$ cat src/sv/gnms_pkg.sv
// ----------------------------------------------------------------------------
// gnms_pkg
// Shared types, sizes and constants of the gradient non-maximum suppression
// block.
// ----------------------------------------------------------------------------
`default_nettype none

package gnms_pkg;

    localparam int IMAGE_WIDTH    = 256;
    localparam int IMAGE_HEIGHT   = 256;
    localparam int MAGNITUDE_BITS = 24;

    localparam int COL_W    = $clog2(IMAGE_WIDTH);
    localparam int ROW_W    = $clog2(IMAGE_HEIGHT);
    localparam int MAG_IN_W = 24;
    localparam int GRAD_W   = 24;
    localparam int POS_W    = 8;

    // Sector thresholds tan(22.5 deg) and tan(67.5 deg) in unsigned Q16
    localparam int LOW_W  = 15;
    localparam int HIGH_W = 18;
    localparam logic [LOW_W-1:0]  SLOPE_LOW_Q16  = 15'd27145;
    localparam logic [HIGH_W-1:0] SLOPE_HIGH_Q16 = 18'd158217;

    typedef logic [MAGNITUDE_BITS-1:0] mag_t;
    typedef logic [COL_W-1:0]          col_t;
    typedef logic [ROW_W-1:0]          row_t;

    typedef enum logic [1:0] {
        SEC_VERT      = 2'd0,  // neighbors above and below
        SEC_DIAG_DOWN = 2'd1,  // up-left and down-right
        SEC_DIAG_UP   = 2'd2,  // up-right and down-left
        SEC_HORIZ     = 2'd3   // left and right
    } sector_t;

    typedef struct packed {
        logic    en;
        col_t    col;
        sector_t sector;
    } sec_wr_t;

    typedef struct packed {
        logic             is_peak;
        logic [POS_W-1:0] row;
        logic [POS_W-1:0] column;
        logic             last_of_run;
    } result_t;

endpackage

`default_nettype wire

$ cat src/sv/gnms_sector.sv
// ----------------------------------------------------------------------------
// gnms_sector
// Gradient direction sector by cross-multiplication: multiply stage, then
// compare stage feeding the sector line write port.
// ----------------------------------------------------------------------------
`default_nettype none

module gnms_sector (
    input  wire logic                              clk,
    input  wire logic                              rst_n,
    input  wire logic                              fire,
    input  wire logic signed [gnms_pkg::GRAD_W-1:0] gradient_x,
    input  wire logic signed [gnms_pkg::GRAD_W-1:0] gradient_y,
    input  wire gnms_pkg::col_t                     col,
    output gnms_pkg::sec_wr_t                       sec_wr
);
    import gnms_pkg::*;

    localparam int AX_W   = GRAD_W;          // |gx| fits unsigned
    localparam int AY_W   = GRAD_W + 1;      // sign-adjusted gy
    localparam int LO_W   = LOW_W + AX_W;
    localparam int HI_W   = HIGH_W + AX_W;
    localparam int CMP_W  = HI_W + 2;

    logic [AX_W-1:0]        ax;
    logic signed [AY_W-1:0] ay;

    logic                   valid_reg;
    col_t                   col_reg;
    logic                   zero_x_reg;
    logic                   zero_y_reg;
    logic signed [AY_W-1:0] ay_reg;
    logic [LO_W-1:0]        lo_reg;
    logic [HI_W-1:0]        hi_reg;

    logic signed [CMP_W-1:0] yq;
    logic signed [CMP_W-1:0] lo_s;
    logic signed [CMP_W-1:0] hi_s;
    sector_t                 sector;

    always_comb
    begin
        if (gradient_x[GRAD_W-1])
        begin
            ax = AX_W'(-gradient_x);
            ay = -AY_W'(gradient_y);
        end
        else
        begin
            ax = AX_W'(gradient_x);
            ay = AY_W'(gradient_y);
        end
    end

    always_ff @(posedge clk or negedge rst_n)
    begin
        if (!rst_n)
        begin
            valid_reg <= 1'b0;
        end
        else
        begin
            valid_reg <= fire;
        end
    end

    always_ff @(posedge clk)
    begin
        if (fire)
        begin
            col_reg    <= col;
            zero_x_reg <= (gradient_x == '0);
            zero_y_reg <= (gradient_y == '0);
            ay_reg     <= ay;
            lo_reg     <= LO_W'(SLOPE_LOW_Q16) * LO_W'(ax);
            hi_reg     <= HI_W'(SLOPE_HIGH_Q16) * HI_W'(ax);
        end
    end

    always_comb
    begin
        yq   = CMP_W'(ay_reg) <<< 16;
        lo_s = $signed(CMP_W'(lo_reg));
        hi_s = $signed(CMP_W'(hi_reg));
        priority if (zero_x_reg)
            sector = zero_y_reg ? SEC_VERT : SEC_HORIZ;
        else if (yq > -lo_s && yq <= lo_s)
            sector = SEC_VERT;
        else if (yq > lo_s && yq <= hi_s)
            sector = SEC_DIAG_DOWN;
        else if (yq > -hi_s && yq <= -lo_s)
            sector = SEC_DIAG_UP;
        else
            sector = SEC_HORIZ;
    end

    assign sec_wr.en     = valid_reg;
    assign sec_wr.col    = col_reg;
    assign sec_wr.sector = sector;

    // exact zero x must always land on the vertical or horizontal sector
    assert property (@(posedge clk) disable iff (!rst_n)
        valid_reg && zero_x_reg |-> sector == SEC_VERT || sector == SEC_HORIZ)
        else $error("zero x gradient gave a diagonal sector");
    assert property (@(posedge clk) disable iff (!rst_n)
        fire |=> valid_reg && col_reg == $past(col))
        else $error("sector stage lost a column");
    assert property (@(posedge clk) disable iff (!rst_n)
        valid_reg && !zero_x_reg && ay_reg == '0 |-> sector == SEC_VERT)
        else $error("flat gradient not vertical sector");

endmodule

`default_nettype wire

$ cat config.mk
export PLATFORM = sky130hd
export DESIGN_NAME = gnms_sector
export DESIGN_NICKNAME = d
export VERILOG_FILES = /design/src/sv/gnms_pkg.sv /design/src/sv/gnms_sector.sv
export SDC_FILE = /design/constraint.sdc
export NUM_CORES = 1
export LEC_CHECK = 0
export ABC_AREA = 1
export BUFFER_PORTS_ARGS = -buffer_cell sky130_fd_sc_hd__clkbuf_2
export CORE_ASPECT_RATIO = 1.75
export CORE_UTILIZATION = 30
export CTS_CLUSTER_SIZE = 40
export DETAILED_ROUTE_END_ITERATION = 16
export GPL_ROUTABILITY_DRIVEN = 0
export PLACE_DENSITY_LB_ADDON = 0.15
export SLEW_MARGIN = 0
export SYNTH_ARGS = -nofsm -noshare
export SYNTH_HDL_FRONTEND = slang
export SYNTH_SLANG_ARGS = --single-unit
export TNS_END_PERCENT = 100
$ cat constraint.sdc
create_clock -name clk -period 3.75 [get_ports clk]
set_input_delay 0.5625 -clock clk [delete_from_list [all_inputs] [get_ports clk]]
set_output_delay 0.5625 -clock clk [all_outputs]
set_load 0.005 [all_outputs]
==> flow_metrics.tcl <==
set metrics [dict create \
    setup_viol 63 \
    yosysMostFrequentCell "inv_1" \
    row_count 125 \
    multi_input_area_sq_um 19000 \
    die_area_sq_um 68000 \
    ys_ff_latch 110 \
    grt_max_degree 54 \
    yosysUniqueCellTypes 48 \
    yosysTopAreaCell "ha_1" \
    status "finished with violations" \
    min_to "col_reg[4]" \
    core_sq_um 66300 \
    synthCells 2457 \
    path_delay_family "adder cells" \
    holdCritPathClass "in -> reg" \
    io-pin-count 70 \
    drv_cap 0 \
    nets 3872 \
    synth-main-ff-cell "edfxtp_1" \
    top_layer "met5" \
    antenna_left 0 \
    max-slew-margin-rel_pct 50.8 \
    fin_area_sq_um 32000 \
    die_w_um 198 \
    fin_crit_sh_pct 159 \
    die_h_um 344 \
    synth-async-reset-ratio_pct 0.909 \
    fmax_mhz 168 \
    fillers 6284 \
    ys_seq_area_share_pct 16.4 \
    cp_num_buf_inv 9 \
    n_antenna_cell 0 \
    regArea_sq_um 3300 \
    synth_area_leaders "ha_1 (26%), fa_1 (16%), edfxtp_1 (16%)" \
    clockRootBuffer "clkbuf_16" \
    antenna_found_initial 1 \
    endpoint_kind "flip-flop" \
    maxSlewViolCount 0 \
    crit_arrival_ns 6.10 \
    clk_pin_slew_worst_paths_ns 0.09 \
    grt_pass1_vias 20800 \
    cts_buffer_depth 2 \
    drc 0 \
    syn_avg_cell_area_sq_um 8.17 \
    dr.pass1.iters 5 \
    synth_nets 3099 \
    synth_warnings 0 \
    drt_iter0_drc 624 \
    period_needed_ns 5.95 \
    synthTopCellsByCount "inv_1 (528), ha_1 (419), nand2_1 (404)" \
    grt_overflow 0 \
    area_delta_synth_final_pct 59.4 \
    dp_hpwl_um 62200 \
    path_class "in -> reg" \
    crit_path_start_kind "input pin" \
    grt_first_pass_wirelength_um 110000 \
    cts_buffers 9 \
    routed-via-count 19300 \
    avgViaCountPerCell 4.67 \
    setup_ws_ns -2.20 \
    rsz0062_at_grt "yes" \
    cp_slowest_cell "fa_1" \
    htreeDepth 3 \
    cts_tree "done" \
    drive_gt1_share_pct 43.8 \
    critPathRequiredTime_ns 3.90 \
    dpl_cell_area_sq_um 26800 \
    synthesis.area_sq_um 20100 \
    min_from "col[4]" \
    crit_path_max_fanout 4 \
    grt_usage_pct 21.6 \
    cts.sinks 110 \
    slowest_delay_ns 0.52 \
    io_buffer_count 69 \
    worst_pin_slew_ns 0.738 \
    final_hold_viol_count 0 \
    met1_length_um 24400 \
    holdPathStages 1 \
    violations "setup timing" \
    synth_edf_count 109 \
    wire_per_inst_um 17.6 \
    wl_um 72700 \
    start_util_pct 30.3 \
    met3_length_um 1420 \
    synth_top_area_share_pct 26.1 \
    largest_reg_flops 39 \
    wl_met2_um 41600 \
]
[kinds of logic after synthesis]
kind of cell             share of synthesized area (%)
AND/OR/NAND/NOR                                   18.0
XOR/XNOR                                          5.79
flip-flops                                        16.4
adder cells (fa/ha/maj)                           42.5
buffers and inverters                             10.0
AO/OA/AOI/OAI                                     7.32
[layout make-up]
cell class	count	area share (%)
repair buffers	768	19.7
inverters	529	6.30
multi-input cells	1812	59.3
well taps	889	3.48
clock inverters	7	0.242
flip-flops and latches	110	10.3
clock buffers	9	0.704
[timing repair]
| action | in CTS | in global routing |
|---|---|---|
| buffers inserted | 108 | 49 |
| endpoints found under the setup margin | 65 | 66 |
| pin swaps | 309 | 166 |
| resized for setup | 578 | 214 |
| hold buffers | 1 | 0 |
| endpoints found under the hold margin | 1 | 0 |
[placed cells by master, fill, tap and decap left out, types with 64 or more instances in the layout]
cell type and count:
buf_4 565, inv_1 442, nand2_1 321, ha_1 280, nor2_1 159, fa_1 144, ha_4 134, buf_6 116
edfxtp_1 109, inv_2 81, xor2_1 66, a21oi_1 66, clkbuf_2 64
[per-layer routing]
layer	global-route usage [%]	vias to the layer above
li1	-	9491
met1	19.8	9226
met2	44.7	348
met3	1.71	198
met4	13.0	2
met5	0	-
[worst max path at each step]
stage	from	endpoint	slack, ns	cells after the start
after floorplan	gradient_x[1]	hi_reg[40]	-2.06	25
after global placement	gradient_x[1]	hi_reg[24]	-3.25	28
after detailed placement	gradient_x[1]	hi_reg[24]	-3.26	28
after CTS	gradient_x[1]	hi_reg[24]	-2.12	27
after global routing	gradient_x[1]	hi_reg[40]	-2.38	28
final	gradient_x[1]	hi_reg[24]	-2.20	27
[per-stage QoR]
step | cells | hold WS (ns) | TNS (ns) | worst slack [ns] | utilization [%]
2_1_floorplan | 2457 | 0.267 | -96.88 | -2.06 | -
3_3_place_gp | 3987 | 0.341 | -153.70 | -3.25 | 40.5
3_5_place_dp | 3987 | 0.343 | -156.24 | -3.26 | 40.5
4_1_cts | 4090 | 0.306 | -101.03 | -2.12 | 46.5
5_1_grt | 4124 | 0.316 | -112.62 | -2.38 | 48.3
6_report | 4124 | 0.338 | -102.54 | -2.20 | 48.3
Power is not shown: default switching activity piles up to over one toggle a cycle in this logic, so the estimate is an artifact.
