### config.mk
export PLATFORM = sky130hd
export DESIGN_NAME = gnms_out_buf_flat
export DESIGN_NICKNAME = d
export VERILOG_FILES = /design/src/sv/gnms_pkg.sv /design/src/sv/gnms_if.sv /design/src/sv/gnms_out_buf.sv /design/src/flat_wrapper.sv
export SDC_FILE = /design/constraint.sdc
export NUM_CORES = 1
export LEC_CHECK = 0
export ABC_AREA = 1
export BUFFER_PORTS_ARGS = -buffer_cell sky130_fd_sc_hd__clkbuf_2
export CAP_MARGIN = 20
export CORE_ASPECT_RATIO = 1.2
export CORE_MARGIN = 8
export CORE_UTILIZATION = 40
export DETAILED_ROUTE_END_ITERATION = 16
export GPL_TIMING_DRIVEN = 0
export PLACE_DENSITY_LB_ADDON = 0.05
export SLEW_MARGIN = 20
export SYNTH_ARGS = -nofsm -noshare
export SYNTH_HDL_FRONTEND = slang
export SYNTH_SLANG_ARGS = --single-unit
### constraint.sdc
create_clock -name clk -period 6.35 [get_ports clk]
set_input_delay 0.635 -clock clk [delete_from_list [all_inputs] [get_ports clk]]
set_output_delay 0.635 -clock clk [all_outputs]
set_load 0.01 [all_outputs]
### src/sv/gnms_pkg.sv
// ----------------------------------------------------------------------------
// gnms_pkg
// Shared types, sizes and constants of the gradient non-maximum suppression
// block.
// ----------------------------------------------------------------------------
`default_nettype none

package gnms_pkg;

    localparam int IMAGE_WIDTH    = 256;
    localparam int IMAGE_HEIGHT   = 256;
    localparam int MAGNITUDE_BITS = 24;

    localparam int COL_W    = $clog2(IMAGE_WIDTH);
    localparam int ROW_W    = $clog2(IMAGE_HEIGHT);
    localparam int MAG_IN_W = 24;
    localparam int GRAD_W   = 24;
    localparam int POS_W    = 8;

    // Sector thresholds tan(22.5 deg) and tan(67.5 deg) in unsigned Q16
    localparam int LOW_W  = 15;
    localparam int HIGH_W = 18;
    localparam logic [LOW_W-1:0]  SLOPE_LOW_Q16  = 15'd27145;
    localparam logic [HIGH_W-1:0] SLOPE_HIGH_Q16 = 18'd158217;

    typedef logic [MAGNITUDE_BITS-1:0] mag_t;
    typedef logic [COL_W-1:0]          col_t;
    typedef logic [ROW_W-1:0]          row_t;

    typedef enum logic [1:0] {
        SEC_VERT      = 2'd0,  // neighbors above and below
        SEC_DIAG_DOWN = 2'd1,  // up-left and down-right
        SEC_DIAG_UP   = 2'd2,  // up-right and down-left
        SEC_HORIZ     = 2'd3   // left and right
    } sector_t;

    typedef struct packed {
        logic    en;
        col_t    col;
        sector_t sector;
    } sec_wr_t;

    typedef struct packed {
        logic             is_peak;
        logic [POS_W-1:0] row;
        logic [POS_W-1:0] column;
        logic             last_of_run;
    } result_t;

endpackage

`default_nettype wire

### src/sv/gnms_if.sv
// ----------------------------------------------------------------------------
// gnms_if
// Valid/ready channels of the block: gradient pixels in, decisions out.
// ----------------------------------------------------------------------------
`default_nettype none


interface gnms_result_if;
    import gnms_pkg::*;

    logic             valid;
    logic             ready;
    logic             is_peak;
    logic [POS_W-1:0] row;
    logic [POS_W-1:0] column;
    logic             last_of_run;

    modport source (output valid, is_peak, row, column, last_of_run, input ready);
    modport sink   (input valid, is_peak, row, column, last_of_run, output ready);
endinterface

`default_nettype wire

### src/sv/gnms_out_buf.sv
// ----------------------------------------------------------------------------
// gnms_out_buf
// Result register plus one pending slot for the extra end-of-row result.
// ----------------------------------------------------------------------------
`default_nettype none

module gnms_out_buf (
    input  wire logic              clk,
    input  wire logic              rst_n,
    input  wire logic              load,
    input  wire gnms_pkg::result_t first,
    input  wire gnms_pkg::result_t second,
    input  wire logic              second_valid,
    output logic                   free,
    gnms_result_if.source          result_out
);
    import gnms_pkg::*;

    logic    out_valid_reg;
    logic    pend_valid_reg;
    result_t out_reg;
    result_t pend_reg;

    assign free = !out_valid_reg || (result_out.ready && !pend_valid_reg);

    always_ff @(posedge clk or negedge rst_n)
    begin
        if (!rst_n)
        begin
            out_valid_reg  <= 1'b0;
            pend_valid_reg <= 1'b0;
        end
        else if (load)
        begin
            out_valid_reg  <= 1'b1;
            pend_valid_reg <= second_valid;
        end
        else if (out_valid_reg && result_out.ready)
        begin
            out_valid_reg  <= pend_valid_reg;
            pend_valid_reg <= 1'b0;
        end
    end

    always_ff @(posedge clk)
    begin
        if (load)
        begin
            out_reg  <= first;
            pend_reg <= second;
        end
        else if (out_valid_reg && result_out.ready && pend_valid_reg)
        begin
            out_reg <= pend_reg;
        end
    end

    assign result_out.valid       = out_valid_reg;
    assign result_out.is_peak     = out_reg.is_peak;
    assign result_out.row         = out_reg.row;
    assign result_out.column      = out_reg.column;
    assign result_out.last_of_run = out_reg.last_of_run;

    assert property (@(posedge clk) disable iff (!rst_n)
        pend_valid_reg |-> out_valid_reg)
        else $error("pending result without a shown result");
    assert property (@(posedge clk) disable iff (!rst_n)
        pend_valid_reg |-> !out_reg.last_of_run)
        else $error("first of a result pair flagged last");
    assert property (@(posedge clk) disable iff (!rst_n)
        load |-> free)
        else $error("result buffer overrun");

endmodule

`default_nettype wire

### src/flat_wrapper.sv
// flat-port wrapper written by rule: the top's interface ports become plain ports
module gnms_out_buf_flat import gnms_pkg::*;
  (clk, rst_n, load, first, second, second_valid, free, result_out_valid, result_out_is_peak, result_out_row, result_out_column, result_out_last_of_run, result_out_ready);
  gnms_result_if result_out_i ();
  input  wire logic clk;
  input  wire logic rst_n;
  input  wire logic load;
  input  wire gnms_pkg::result_t first;
  input  wire gnms_pkg::result_t second;
  input  wire logic second_valid;
  output logic free;
  output wire logic [$bits(result_out_i.valid)-1:0] result_out_valid;
  output wire logic [$bits(result_out_i.is_peak)-1:0] result_out_is_peak;
  output wire logic [$bits(result_out_i.row)-1:0] result_out_row;
  output wire logic [$bits(result_out_i.column)-1:0] result_out_column;
  output wire logic [$bits(result_out_i.last_of_run)-1:0] result_out_last_of_run;
  input wire logic [$bits(result_out_i.ready)-1:0] result_out_ready;
  assign result_out_valid = result_out_i.valid;
  assign result_out_is_peak = result_out_i.is_peak;
  assign result_out_row = result_out_i.row;
  assign result_out_column = result_out_i.column;
  assign result_out_last_of_run = result_out_i.last_of_run;
  assign result_out_i.ready = result_out_ready;
  gnms_out_buf u_core (.clk(clk), .rst_n(rst_n), .load(load), .first(first), .second(second), .second_valid(second_valid), .free(free), .result_out(result_out_i));
endmodule
==> impl_table.tex <==
\begin{tabular}{lr}
\hline
Metric & Value \\
\hline
\multicolumn{2}{l}{\textbf{Place}} \\
\quad Post-DP Area & 0.00179 mm\^{}2 \\
\quad Port Buffer Count & 60 \\
\quad Post-detail-place hpwl & approximately 2200 um \\
\quad Global placement routability congestion & 0.691 \\
\quad Placed cell count & 206 \\
\multicolumn{2}{l}{\textbf{Logic synthesis}} \\
\quad Cell types occupying the most area after synthesis & sky130\_fd\_sc\_hd\_\_edfxtp\_1, sky130\_fd\_sc\_hd\_\_nand2\_1, sky130\_fd\_sc\_hd\_\_dfrtp\_1, sky130\_fd\_sc\_hd\_\_buf\_6, sky130\_fd\_sc\_hd\_\_buf\_12 \\
\quad Synth async-reset ratio & 5.26\% \\
\quad Post-synthesis sequential element count & 38 \\
\quad Seq/Total Area, Yosys & 79.1\% \\
\quad Mean area per synthesized cell & 13.5 um\^{}2 \\
\quad Netlist Area Pre-Place & 0.00143 mm\^{}2 \\
\quad Distinct cell type count of the synthesized netlist & 9 \\
\quad Synth Net Count & about 150 \\
\quad Area share of the largest cell type after synthesis & 75.6\% \\
\quad Synthesized instance count & around 110 \\
\quad Post-synthesis cell type with the largest combined area & sky130\_fd\_sc\_hd\_\_edfxtp\_1 \\
\quad Top FF cell, synth & sky130\_fd\_sc\_hd\_\_edfxtp\_1 \\
\quad Warnings from Yosys & 0 \\
\quad Leading post-synthesis cells by instance count & sky130\_fd\_sc\_hd\_\_nand2\_1, sky130\_fd\_sc\_hd\_\_edfxtp\_1, sky130\_fd\_sc\_hd\_\_buf\_6 \\
\quad Dominant cell by count in the synthesized netlist & sky130\_fd\_sc\_hd\_\_nand2\_1 \\
\quad Count of flip-flops with a built-in enable after synthesis & 36 \\
\multicolumn{2}{l}{\textbf{Clock tree}} \\
\quad Cells resized by post-CTS repair & 0 \\
\quad Post-CTS Hold Fix Bufs & 0 \\
\quad Clock Path Buffers & 2 \\
\quad Clk slew on worst S/H paths & 0.07 ns \\
\quad TritonCTS clock tree & done \\
\quad CTS H-tree depth & 2 \\
\quad Insertion delay of the later-clocked pin in the worst-skew pair & 0.28 ns \\
\quad Post-CTS setup-driven buffer insertion count & 0 \\
\quad TritonCTS sink count & 38 \\
\quad Master cell of the clock root buffer & sky130\_fd\_sc\_hd\_\_clkbuf\_8 \\
\quad Number of buffers inserted during clock tree synthesis & 5 \\
\multicolumn{2}{l}{\textbf{Setup path}} \\
\quad Most repeated library cell on the critical path & sky130\_fd\_sc\_hd\_\_buf\_6 \\
\quad Buffer and inverter count on the worst path & 4 \\
\quad Library cell contributing the largest single delay on the critical path & sky130\_fd\_sc\_hd\_\_clkbuf\_2 \\
\quad Required time of the critical path & 6.34 ns \\
\quad Crit path max-delay family & buffers and inverters \\
\quad Critical path arrival & 1.82 ns \\
\quad Category of the worst setup path launch point & input pin \\
\quad Type of the worst setup path & input pin to flop \\
\quad Kind of capture point of the worst setup path & flop \\
\quad Crit Path Max Fanout & 20 \\
\quad Slowest Stage Delay on Critical Path & 0.40 ns \\
\quad List of cells traversed by the critical path & clkbuf\_2, inv\_1, buf\_6, o21ai\_2, buf\_6 \\
\multicolumn{2}{l}{\textbf{Power}} \\
\quad Leakage power & about 0.9 nW \\
\quad PwrDens & 273 mW/mm\^{}2 \\
\quad Power, Total & 0.000512 W \\
\quad Worst vdd ir & 0.156 mV \\
\multicolumn{2}{l}{\textbf{Floorplan}} \\
\quad Effective utilization at floorplan & between 40\% and 50\% \\
\quad Total number of placement rows & 24 \\
\quad Core footprint & 0.00354 mm\^{}2 \\
\quad \# IOs & 61 \\
\quad Die X-Extent & 70.6 um \\
\quad DIE AREA & 0.00575 mm\^{}2 \\
\quad Die height & approximately 82 um \\
\multicolumn{2}{l}{\textbf{Layout}} \\
\quad Area of all sequential standard cells & approximately 0.0011 mm\^{}2 \\
\quad Fillers & 325 \\
\quad Synth-to-Final Area Change & 31.1\% \\
\quad Area taken by multi-input logic gates & 241 um\^{}2 \\
\quad Max FFs per register & 18 \\
\quad Finished layout cell area & 0.00188 mm\^{}2 \\
\quad Antenna Cells & 0 \\
\quad Number of nets at the end of the flow & 215 \\
\quad Fraction of final layout cells with drive strength greater than 1 & 41.7\% \\
\quad Layout Cells excl Fill & 214 \\
\multicolumn{2}{l}{\textbf{Timing}} \\
\quad Setup tns final & 0 ns \\
\quad Final hold violation count & 0 \\
\quad Setup violators final & 0 \\
\quad Max Transition Viols Final & 0 \\
\quad Max\_slew headroom & 66.5\% \\
\quad Unrepaired setup endpoints after global routing & false \\
\quad Highest clock frequency the design can meet & 545 MHz \\
\quad Crit path time final & roughly 1.8 ns \\
\quad Transition time of the tightest slew-check pin & 0.502 ns \\
\quad Post-route clock period utilization & 28.9\% \\
\quad Worst Hold Slack & 0.128 ns \\
\quad Clock skew after layout & 0.00412 ns \\
\multicolumn{2}{l}{\textbf{Flow run}} \\
\quad Max-cap violations & 0 \\
\multicolumn{2}{l}{\textbf{Route}} \\
\quad Pre-antenna DRT Iters & 4 \\
\quad Via count & 948 \\
\quad DRC errors left & 0 \\
\quad DR vias/cell & around 4.4 \\
\quad Number of nets still failing antenna checks after routing & 0 \\
\quad Detailed Route Iter0 Violations & 45 \\
\quad Total detailed-routing wirelength & 2890 um \\
\quad Routed wirelength normalized by instance count & 13.5 um \\
\multicolumn{2}{l}{\textbf{Global routing}} \\
\quad Wire length of the first global-routing pass & 4310 um \\
\quad Via count of the first global-routing pass & 980 \\
\quad GRT Overall Usage & 10.3\% \\
\quad Grt ovf & 0 \\
\quad Pin count of the biggest net entering global routing & 21 \\
\quad Antenna violations before repair & 0 \\
\multicolumn{2}{l}{\textbf{Run status}} \\
\quad Result of the run & complete, no violations \\
\multicolumn{2}{l}{\textbf{Worst hold path}} \\
\quad Hold Crit Class & input pin to asynchronous set/reset pin \\
\hline
\end{tabular}
## cells in the final DEF, fill, tap and decap left out, drive strengths merged
| cell | Yosys | routed |
|---|---|---|
| inv | 2 | 2 |
| nand3 | 1 | 1 |
| nand2 | 60 | 60 |
| buf | 4 | 5 |
| clkinv | 0 | 2 |
| clkbuf | 0 | 66 |
| dfrtp | 2 | 2 |
| o21ai | 1 | 1 |
| edfxtp | 36 | 36 |
## logic make-up (layout without fill, tap and decap cells)
group,count (synthesis),in the layout,share of synthesized area (%)
flops,38,38,79.1
compound gates,1,1,0.350
buf+inv,6,75,4.29
simple gates,61,61,16.3
## power by group
part	total [W]	internal, W	switching (W)
Clock	0.000151	0.0000753	0.0000756
Sequential	0.000305	0.000299	0.00000542
Combinational	0.0000562	0.0000253	0.0000309
## final timing paths
path / endpoint / slack, ns / startpoint / cells past startpoint
max: u_core.result_out.column[6] / 4.52 / load / 5
min in group clk: u_core.result_out.column[0] / 0.51 / u_core.pend_reg[1] / 2
max in group asynchronous: u_core.result_out.valid / 6.12 / rst_n / 1
max reg2reg: u_core.result_out.column[6] / 4.97 / u_core.result_out.valid / 3
min reg2reg: u_core.result_out.column[0] / 0.51 / u_core.pend_reg[1] / 2
min: u_core.pend_valid_reg / 0.13 / rst_n / 1
## layer usage
layer | track usage (%) | vias up | wire [um]
li1 | - | 487 | -
met1 | 9.33 | 414 | 1130
met2 | 17.8 | 42 | 1450
met3 | 5.74 | 5 | 246
met4 | 6.67 | 0 | 61
met5 | 0 | - | 0
## layout make-up
class / instances / share of cell area [%]
Buffer: 4 / 2.87
Inverter: 2 / 0.400
Clock buffer: 6 / 3.87
Tap cell: 39 / 2.60
Multi-Input combinational cell: 62 / 12.9
Timing Repair Buffer: 61 / 16.6
Clock inverter: 2 / 0.467
Sequential cell: 38 / 60.3
## through the flow
step,util (%),setup slack [ns]
6_report,52.9,4.52
3_5_place_dp,50.6,4.19
5_1_grt,52.9,4.44
3_3_place_gp,50.2,3.26
4_1_cts,52.9,4.50
2_1_floorplan,-,3.93
Power figures use the tool's default switching activity.
